**src/rtl/core/phtl_pkg.sv**
```systemverilog
// ---------------------------------------------------------------------------
// phtl_pkg: shared types and constants of the point-in-brick locator
// Transaction structs, controller command group, tetra node tables.
// ---------------------------------------------------------------------------
`timescale 1ns / 1ps
`default_nettype none

package phtl_pkg;

  localparam int COORD_W          = 32;
  localparam int DIFF_W           = 33;
  localparam int MOP_W            = 35;
  localparam int PROD_W           = 70;
  localparam int MINOR_W          = 67;
  localparam int MLO_W            = 34;
  localparam int DET_W            = 104;
  localparam int TOL_W            = 16;
  localparam int WEIGHT_W         = 32;
  localparam int NODE_COUNT       = 8;
  localparam int DET_COUNT        = 5;
  localparam int QUOT_BITS        = 31;
  localparam int WEIGHT_FRAC_DEF  = 30;
  localparam logic [TOL_W-1:0] TOL_RESET = 16'd1;

  localparam logic       ACT_POINT   = 1'b0;
  localparam logic       ACT_VERTEX  = 1'b1;
  localparam logic [2:0] LAST_VERTEX = 3'd7;
  localparam logic [2:0] PT_QUERY    = 3'd4;

  typedef struct packed {
    logic                       action;
    logic [2:0]                 vertex_index;
    logic signed [COORD_W-1:0]  coord_x;
    logic signed [COORD_W-1:0]  coord_y;
    logic signed [COORD_W-1:0]  coord_z;
  } in_t;

  typedef struct packed {
    logic                        found;
    logic [2:0]                  tet_index;
    logic                        orientation_error;
    logic signed [WEIGHT_W-1:0]  weight_0;
    logic signed [WEIGHT_W-1:0]  weight_1;
    logic signed [WEIGHT_W-1:0]  weight_2;
    logic signed [WEIGHT_W-1:0]  weight_3;
    logic signed [WEIGHT_W-1:0]  weight_4;
    logic signed [WEIGHT_W-1:0]  weight_5;
    logic signed [WEIGHT_W-1:0]  weight_6;
    logic signed [WEIGHT_W-1:0]  weight_7;
  } out_t;

  typedef struct packed {
    logic       load;
    logic       clear;
    logic       rd_en;
    logic [2:0] rd_node;
    logic       rd_is_query;
    logic       cap_en;
    logic [1:0] cap_slot;
    logic       diff_en;
    logic       mul_en;
    logic       acc_en;
    logic [3:0] step;
    logic       det_save;
    logic [2:0] det_sel;
    logic       tet_eval;
    logic [2:0] tet_idx;
    logic       div_init;
    logic [1:0] div_sel;
    logic       div_step;
    logic       div_wb;
    logic [2:0] div_node;
  } cmd_t;

  // Local node of corner j of tetrahedron k
  function automatic logic [2:0] tet_node(input logic [2:0] k, input logic [1:0] j);
    logic [2:0] n;
    case ({k, j})
      5'b000_00: n = 3'd0;
      5'b000_01: n = 3'd2;
      5'b000_10: n = 3'd3;
      5'b000_11: n = 3'd7;
      5'b001_00: n = 3'd0;
      5'b001_01: n = 3'd1;
      5'b001_10: n = 3'd2;
      5'b001_11: n = 3'd5;
      5'b010_00: n = 3'd4;
      5'b010_01: n = 3'd7;
      5'b010_10: n = 3'd5;
      5'b010_11: n = 3'd0;
      5'b011_00: n = 3'd5;
      5'b011_01: n = 3'd7;
      5'b011_10: n = 3'd6;
      5'b011_11: n = 3'd2;
      5'b100_00: n = 3'd5;
      5'b100_01: n = 3'd7;
      5'b100_10: n = 3'd2;
      5'b100_11: n = 3'd0;
      default:   n = 3'd0;
    endcase
    return n;
  endfunction

  // Row p of determinant di: a tetra corner (0..3) or the query point
  function automatic logic [2:0] det_point(input logic [2:0] di, input logic [1:0] p);
    logic [2:0] c;
    case (di)
      3'd0:    c = {1'b0, p};
      3'd1: begin
        case (p)
          2'd0:    c = 3'd1;
          2'd1:    c = 3'd3;
          2'd2:    c = 3'd2;
          default: c = PT_QUERY;
        endcase
      end
      3'd2: begin
        case (p)
          2'd0:    c = 3'd2;
          2'd1:    c = 3'd3;
          2'd2:    c = 3'd0;
          default: c = PT_QUERY;
        endcase
      end
      3'd3: begin
        case (p)
          2'd0:    c = 3'd0;
          2'd1:    c = 3'd3;
          2'd2:    c = 3'd1;
          default: c = PT_QUERY;
        endcase
      end
      default: begin
        case (p)
          2'd0:    c = 3'd0;
          2'd1:    c = 3'd1;
          2'd2:    c = 3'd2;
          default: c = PT_QUERY;
        endcase
      end
    endcase
    return c;
  endfunction

endpackage

`default_nettype wire

```
**src/rtl/core/phtl_ctrl.sv**
```systemverilog
// ---------------------------------------------------------------------------
// phtl_ctrl: sequencer of the point-in-brick locator
// Walks tetrahedra, determinant rows, multiply steps and divisions.
// ---------------------------------------------------------------------------
`timescale 1ns / 1ps
`default_nettype none

module phtl_ctrl (
  input  wire logic          clk,
  input  wire logic          rst,
  input  wire logic          start,
  input  wire logic          action,
  input  wire logic [2:0]    vertex_index,
  input  wire logic          hit,
  output phtl_pkg::cmd_t     cmd,
  output logic               busy,
  output logic               done
);

  typedef enum logic [3:0] {
    S_IDLE, S_FETCH, S_DIFF, S_MUL, S_SAVE, S_EVAL, S_DINIT, S_DRUN, S_DWB, S_DONE
  } state_t;

  state_t     state;
  logic [2:0] k;
  logic [2:0] di;
  logic [2:0] fc;
  logic [3:0] step;
  logic       phase;
  logic [1:0] j;
  logic [4:0] dcnt;
  logic       accept;
  logic       trigger;
  logic [2:0] code;

  assign accept  = start && (state == S_IDLE);
  assign trigger = (action == phtl_pkg::ACT_VERTEX) && (vertex_index == phtl_pkg::LAST_VERTEX);
  assign busy    = (state != S_IDLE);
  assign done    = (state == S_DONE);
  assign code    = phtl_pkg::det_point(di, fc[1:0]);

  // Decode commands for the datapath
  always_comb begin
    cmd             = '0;
    cmd.load        = accept;
    cmd.clear       = accept && trigger;
    cmd.rd_node     = phtl_pkg::tet_node(k, code[1:0]);
    cmd.rd_is_query = (code == phtl_pkg::PT_QUERY);
    cmd.cap_slot    = 2'(fc - 3'd1);
    cmd.step        = step;
    cmd.det_sel     = di;
    cmd.tet_idx     = k;
    cmd.div_sel     = j;
    cmd.div_node    = phtl_pkg::tet_node(k, j);
    case (state)
      S_FETCH: begin
        cmd.rd_en  = (fc != 3'd4);
        cmd.cap_en = (fc != 3'd0);
      end
      S_DIFF:  cmd.diff_en  = 1'b1;
      S_MUL: begin
        cmd.mul_en = !phase;
        cmd.acc_en = phase;
      end
      S_SAVE:  cmd.det_save = 1'b1;
      S_EVAL:  cmd.tet_eval = 1'b1;
      S_DINIT: cmd.div_init = 1'b1;
      S_DRUN:  cmd.div_step = 1'b1;
      S_DWB:   cmd.div_wb   = 1'b1;
      default: ;
    endcase
  end

  // Advance the sequence
  always_ff @(posedge clk) begin
    if (rst) begin
      state <= S_IDLE;
      k     <= '0;
      di    <= '0;
      fc    <= '0;
      step  <= '0;
      phase <= 1'b0;
      j     <= '0;
      dcnt  <= '0;
    end else begin
      case (state)
        S_IDLE: begin
          if (accept && trigger) begin
            state <= S_FETCH;
            k     <= '0;
            di    <= '0;
            fc    <= '0;
          end
        end
        S_FETCH: begin
          if (fc == 3'd4) begin
            state <= S_DIFF;
            fc    <= '0;
          end else begin
            fc <= fc + 3'd1;
          end
        end
        S_DIFF: begin
          state <= S_MUL;
          step  <= '0;
          phase <= 1'b0;
        end
        S_MUL: begin
          phase <= !phase;
          if (phase) begin
            if (step == 4'd11) state <= S_SAVE;
            else step <= step + 4'd1;
          end
        end
        S_SAVE: begin
          if (di == 3'd4) begin
            state <= S_EVAL;
          end else begin
            di    <= di + 3'd1;
            state <= S_FETCH;
          end
        end
        S_EVAL: begin
          if (hit) begin
            state <= S_DINIT;
            j     <= '0;
          end else if (k == 3'd4) begin
            state <= S_DONE;
          end else begin
            k     <= k + 3'd1;
            di    <= '0;
            state <= S_FETCH;
          end
        end
        S_DINIT: begin
          state <= S_DRUN;
          dcnt  <= '0;
        end
        S_DRUN: begin
          if (dcnt == 5'(phtl_pkg::QUOT_BITS - 1)) state <= S_DWB;
          else dcnt <= dcnt + 5'd1;
        end
        S_DWB: begin
          if (j == 2'd3) begin
            state <= S_DONE;
          end else begin
            j     <= j + 2'd1;
            state <= S_DINIT;
          end
        end
        S_DONE:  state <= S_IDLE;
        default: state <= S_IDLE;
      endcase
    end
  end

endmodule

`default_nettype wire

```
**config.mk**
```make
export PLATFORM = sky130hd
export DESIGN_NAME = phtl_ctrl
export DESIGN_NICKNAME = d
export VERILOG_FILES = /design/src/rtl/core/phtl_pkg.sv /design/src/rtl/core/phtl_ctrl.sv
export SDC_FILE = /design/constraint.sdc
export NUM_CORES = 1
export LEC_CHECK = 0
export BUFFER_PORTS_ARGS = -buffer_cell sky130_fd_sc_hd__buf_2
export CORE_MARGIN = 4
export CORE_UTILIZATION = 25
export DETAILED_ROUTE_END_ITERATION = 10
export HOLD_SLACK_MARGIN = 0.1
export PLACE_DENSITY = 0.54
export SYNTH_ARGS = -nofsm -noshare
export SYNTH_HDL_FRONTEND = slang
export SYNTH_SLANG_ARGS = --single-unit
```
**constraint.sdc**
```tcl
create_clock -name clk -period 6.65 [get_ports clk]
set_input_delay 0.3325 -clock clk [delete_from_list [all_inputs] [get_ports clk]]
set_output_delay 0.3325 -clock clk [all_outputs]
set_load 0.1 [all_outputs]
```
# After elaboration in Yosys (flattened, before gate mapping)
# Memories as Yosys holds them, arrays and structs flattened.
# Cells that the tools add are included.
[word_totals]
register_bits = 25
latch_bits = 0
ramBits = 0
mem_bits_ro = 192
inputBits = 8
n_memories = 2
[mem_list]
columns = ["name", "words", "width", "rd", "rd_ports_with_merged_regs", "wr", "line", "source"]
rows = [
  ["(no name shown)", 32, 3, 1, 0, 0, "phtl_pkg.sv:78", "case ({k, j})"],
  ["(no name shown)", 32, 3, 1, 0, 0, "phtl_pkg.sv:78", ""],
]
[op_classes]
addsub = 7
multipliers = 0
n_div = 0
order_cmp = 0
eq_ne = 35
shift = 0
muxes = 43
bitwise = 0
reduce_logical = 22
[op_table]
columns = ["cell", "n"]
rows = [
  ["case mux 3 bit (3 select lines)", 5],
  ["2-to-1 mux 4 bit", 10],
  ["case mux 4 bit (9 select lines)", 1],
  ["2-to-1 mux 3 bit", 8],
  ["!= test 2 bit, second input constant", 12],
  ["equality test 4 x 3 -> 1 bit, second input constant", 4],
  ["equality test 3 bit, second input constant", 5],
  ["equality test 4 bit, second input constant", 3],
  ["case mux 3 bit (2 select lines)", 2],
  ["case mux 3 bit (4 select lines)", 1],
  ["case mux 5 bit (2 select lines)", 1],
  ["AND reduction 5 bit", 2],
  ["nonzero test 2 bit", 5],
  ["adder 3 x 1 -> 3 bit, second input constant", 3],
  ["equality test 4 x 2 -> 1 bit, second input constant", 2],
  ["2-to-1 mux 1 bit", 8],
  ["case mux 4 bit (2 select lines)", 1],
  ["equality test 3 x 2 -> 1 bit, second input constant", 2],
  ["2-to-1 mux 2 bit", 3],
  ["AND reduction 3 bit", 2],
  ["nonzero test 3 bit", 2],
  ["adder 5 x 1 -> 5 bit, second input constant", 1],
  ["equality test 5 bit, second input constant", 1],
  ["2-to-1 mux 5 bit", 1],
  ["18 further kinds", 22],
]

# Longest topological paths before layout
[logic_depth]
ltp_word = 5
depth_mapped = 11
ltp_nobuf = 11

# Worst setup path after synthesis
# No wires, ideal clock.
[synth_timing]
kind = "register to output"
start = "register di[0]"
end = "output cmd[28] in the netlist's numbering"
arrival_time_ns = 3.989
slack_ns = 2.328
stages_incl_launch_ff = 10
path_buffers = 0
path_cell_list = "dfxtp_1 -> inv_1 -> ha_1 -> nor3_1 -> o21ai_0 -> a31oi_1 -> inv_1 -> ha_1 -> inv_1 -> o22ai_1"
[synth_rtl]
columns = ["element", "line", "source"]
rows = [
  ["start: declaration", "phtl_ctrl.sv:26", "logic [2:0] di;"],
  ["start signal: assignment", "phtl_ctrl.sv:119", "di <= di + 3'd1;"],
  ["end: declaration", "phtl_ctrl.sv:15", "output phtl_pkg::cmd_t cmd,"],
]

==> impl_metrics.env <==
export IMPL_ctsHtreeMaxLevel=1
export IMPL_synth_nets=276
export IMPL_rsz0062_at_grt="false"
export IMPL_syn_avg_cell_area_um2=7.90
export IMPL_grt_pass1_vias=1838
export IMPL_cts_resized_gates=0
export IMPL_worst_ir_drop_vdd_v=0.000155
export IMPL_postSynth_asyncResetShare_pct=0
export IMPL_diodes=0
export IMPL_initial_utilization_pct=25.6
export IMPL_post_cts_buffers=0
export IMPL_hp_class="input pin to flip-flop"
export IMPL_grt_max_degree=24
export IMPL_portBuffers=42
export IMPL_clock_skew_ns=0.00912
export IMPL_grtUsageMet3_pct=2.24
export IMPL_vias=1890
export IMPL_outcome="finished clean"
export IMPL_grt_first_pass_wirelength_mm=8.54
export IMPL_via_per_inst=4.90
export IMPL_reg2reg_depth=7
export IMPL_area_delta_synth_final_pct=17.2
export IMPL_end_kind="output pin"
export IMPL_synth_flop_cell="dfxtp_1"
export IMPL_path_cells="inv_1, ha_1, nor3_1, o21ai_0, a31oi_1, inv_1, ha_1, inv_1, nor3_1, a21oi_1, nand3_1, buf_2"
export IMPL_crit_path_frequent_cell="inv_1"
export IMPL_drive_gt1_share_pct=20.8
export IMPL_die_height_um=96.7
export IMPL_clockBufferDepth=2
export IMPL_busiest_layer="met2"
export IMPL_rows=32
export IMPL_rrSetupSlack_ns=4.29
export IMPL_gp_congestion=0.727
export IMPL_layout_commonest_cell="buf_2"
export IMPL_wl_mm=4.93
export IMPL_routedWlPerCell_um=12.8
export IMPL_grt_antenna_before_repair=0
export IMPL_synth_seq_cells=25
export IMPL_yosysSeqAreaShare_pct=25.4
export IMPL_fillers=881
export IMPL_r2r_end="di[2]"
export IMPL_dpl_hpwl_mm=3.82
export IMPL_crit_path_start_kind="flip-flop"
export IMPL_cp_slowest_cell="a31oi_1"
export IMPL_finalCritPeriodShare_pct=50.4
export IMPL_syn_area_mm2=0.00197
export IMPL_ys_warn_count=0
export IMPL_clk_latency_ns=0.28
export IMPL_crit_arrival_ns=3.02
export IMPL_leakage_nw=0.948
export IMPL_hold_viol=0
export IMPL_die_area_mm2=0.00935
export IMPL_timing_rr_start="k[1]"
export IMPL_yosysUniqueCellTypes=56
export IMPL_core_area_mm2=0.00769
export IMPL_io_pins=43
export IMPL_critPathMaxFanout=6
export IMPL_dr_pass1_iters=4
export IMPL_worst_setup_path_type="flip-flop to output pin"
export IMPL_drc_errors=0
export IMPL_slew_violations=0
export IMPL_worst_slew_pin_transition_ns=0.627
export IMPL_cts_tree="built"
export IMPL_layout_nets=312
export IMPL_crit_start="di[0]"
export IMPL_cp_slowest_stage_delay_ns=0.44
export IMPL_layout_common_cells="buf_2, dfxtp_1, nor2_1"
export IMPL_relSlewSlack_pct=58.1
export IMPL_synth_edf_count=0
export IMPL_setup_viol=0
export IMPL_cts_sinks=25
export IMPL_ant_nets=0
export IMPL_final_core_util_pct=30.0
export IMPL_use_met2_pct=19.0
export IMPL_cts_made_buffers=3
export IMPL_cts_root_buf="clkbuf_8"
export IMPL_ctsHoldBuffers=0
export IMPL_power_density_mw_per_mm2=302
export IMPL_overflow=0
export IMPL_track_usage_pct=10.6
export IMPL_critical_path_endpoint="cmd[27]"
export IMPL_cts_clk_slew_worst_paths_ns=0.10
export IMPL_final_min_clock_period_ns=3.35
export IMPL_grt_use_met1_pct=12.9
export IMPL_die_x_um=96.7
export IMPL_cap_violations=0
export IMPL_fin_tns_setup_ns=0
export IMPL_synthCells=249
export IMPL_fmax_mhz=298
export IMPL_fin_hold_ws_ns=0.481
export IMPL_crit_required_ns=6.32
export IMPL_drt_initial_drc_count=72
-- per-stage QoR --
stage | cell area [um2] | instances | power [mW] | setup WS, ns
after floorplan | 1970 | 249 | 0.547 | 2.33
after global placement | 2260 | 382 | 0.605 | 3.68
after detailed placement | 2260 | 382 | 0.605 | 3.57
after CTS | 2300 | 386 | 0.704 | 3.26
after global routing | 2300 | 386 | 0.744 | 2.96
final | 2300 | 386 | 0.697 | 3.30
-- worst min-delay path by stage --
stage                     endpoint  startpoint  cells after the start  slack [ns]
after floorplan               j[0]         rst                      1        0.41
after global placement       fc[2]       fc[2]                      2        0.49
after detailed placement     fc[2]       fc[2]                      2        0.50
after CTS                     j[0]         hit                      3        0.48
after global routing          j[0]         hit                      3        0.49
final                        fc[0]         rst                      2        0.48
-- logic make-up (layout without fill, tap and decap cells) --
group                      count (synthesis)  count (layout)  share of synthesized area [%]
buffers and inverters                     32              67                           6.49
muxes                                      9               9                           4.64
AOI/OAI and AO/OA                         52              52                           17.7
and+or+nand+nor                          105             105                           30.5
adders and majority gates                 19              19                           12.1
DFF                                       25              25                           25.4
xor gates and xnor gates                   7               7                           3.12
-- report_power, final --
group	total (mW)	switching, mW	leakage [nW]	internal (mW)
sequential	0.194	0.0332	0.202	0.161
clock	0.0965	0.0539	0.0217	0.0426
combinational	0.406	0.306	0.724	0.100
total	0.697	0.393	0.948	0.304
-- synth_stat cells (2+ instances only) --
library cell / number / share of area [%]
nand3b_1: 3 / 1.1
buf_2: 3 / 0.76
or3_1: 5 / 1.6
xnor2_1: 6 / 2.7
and3_1: 2 / 0.64
ha_1: 19 / 12
a21oi_1: 18 / 4.6
a21oi_2: 3 / 1.3
nand3_1: 5 / 1.3
nand4b_1: 3 / 1.3
nand4_1: 2 / 0.64
nor3_1: 21 / 5.3
nand2b_1: 4 / 1.3
or2_1: 2 / 0.64
dfxtp_1: 25 / 25
nand2_1: 11 / 2.1
a222oi_1: 2 / 1.0
o21ai_0: 5 / 1.3
nor2b_1: 9 / 2.9
and2_1: 3 / 0.95
o22ai_1: 3 / 0.95
o211a_1: 2 / 1.0
a21boi_0: 2 / 0.76
mux2i_1: 8 / 4.1
nor2_1: 23 / 4.4
a31oi_1: 2 / 0.64
clkbuf_1: 7 / 1.3
inv_1: 20 / 3.8
a211oi_1: 4 / 1.5
-- routing by layer --
metal,share of wire (%),routed length [um]
met1,46,2250
met2,49,2440
met3,4.1,203
met4,0.87,43
met5,0,0
-- registers in the layout, indices dropped and copies added (netlist names) --
name	cells
dcnt	5
state	4
k	3
phase	1
step	4
j	2
di	3
fc	3
-- critical path: cells and delay by family, from the launching register on --
| family | cells | cell delay [ns] |
|---|---|---|
| simple gates | 3 | 0.50 |
| flops | 1 | 0.42 |
| buf+inv | 4 | 0.65 |
| fa+ha+maj | 2 | 0.54 |
| compound gates | 3 | 0.63 |
-- cell type report --
type / instances / area (um2) / area share, %
multi-input combinational: 192 / 1340 / 58.1
inverter: 21 / 78.8 / 3.42
clock buffer: 3 / 41.3 / 1.79
clock inverter: 1 / 7.51 / 0.326
timing repair buffer: 42 / 210 / 9.12
sequential: 25 / 500 / 21.7
tap: 102 / 128 / 5.54
Power figures use the tool's default switching activity.
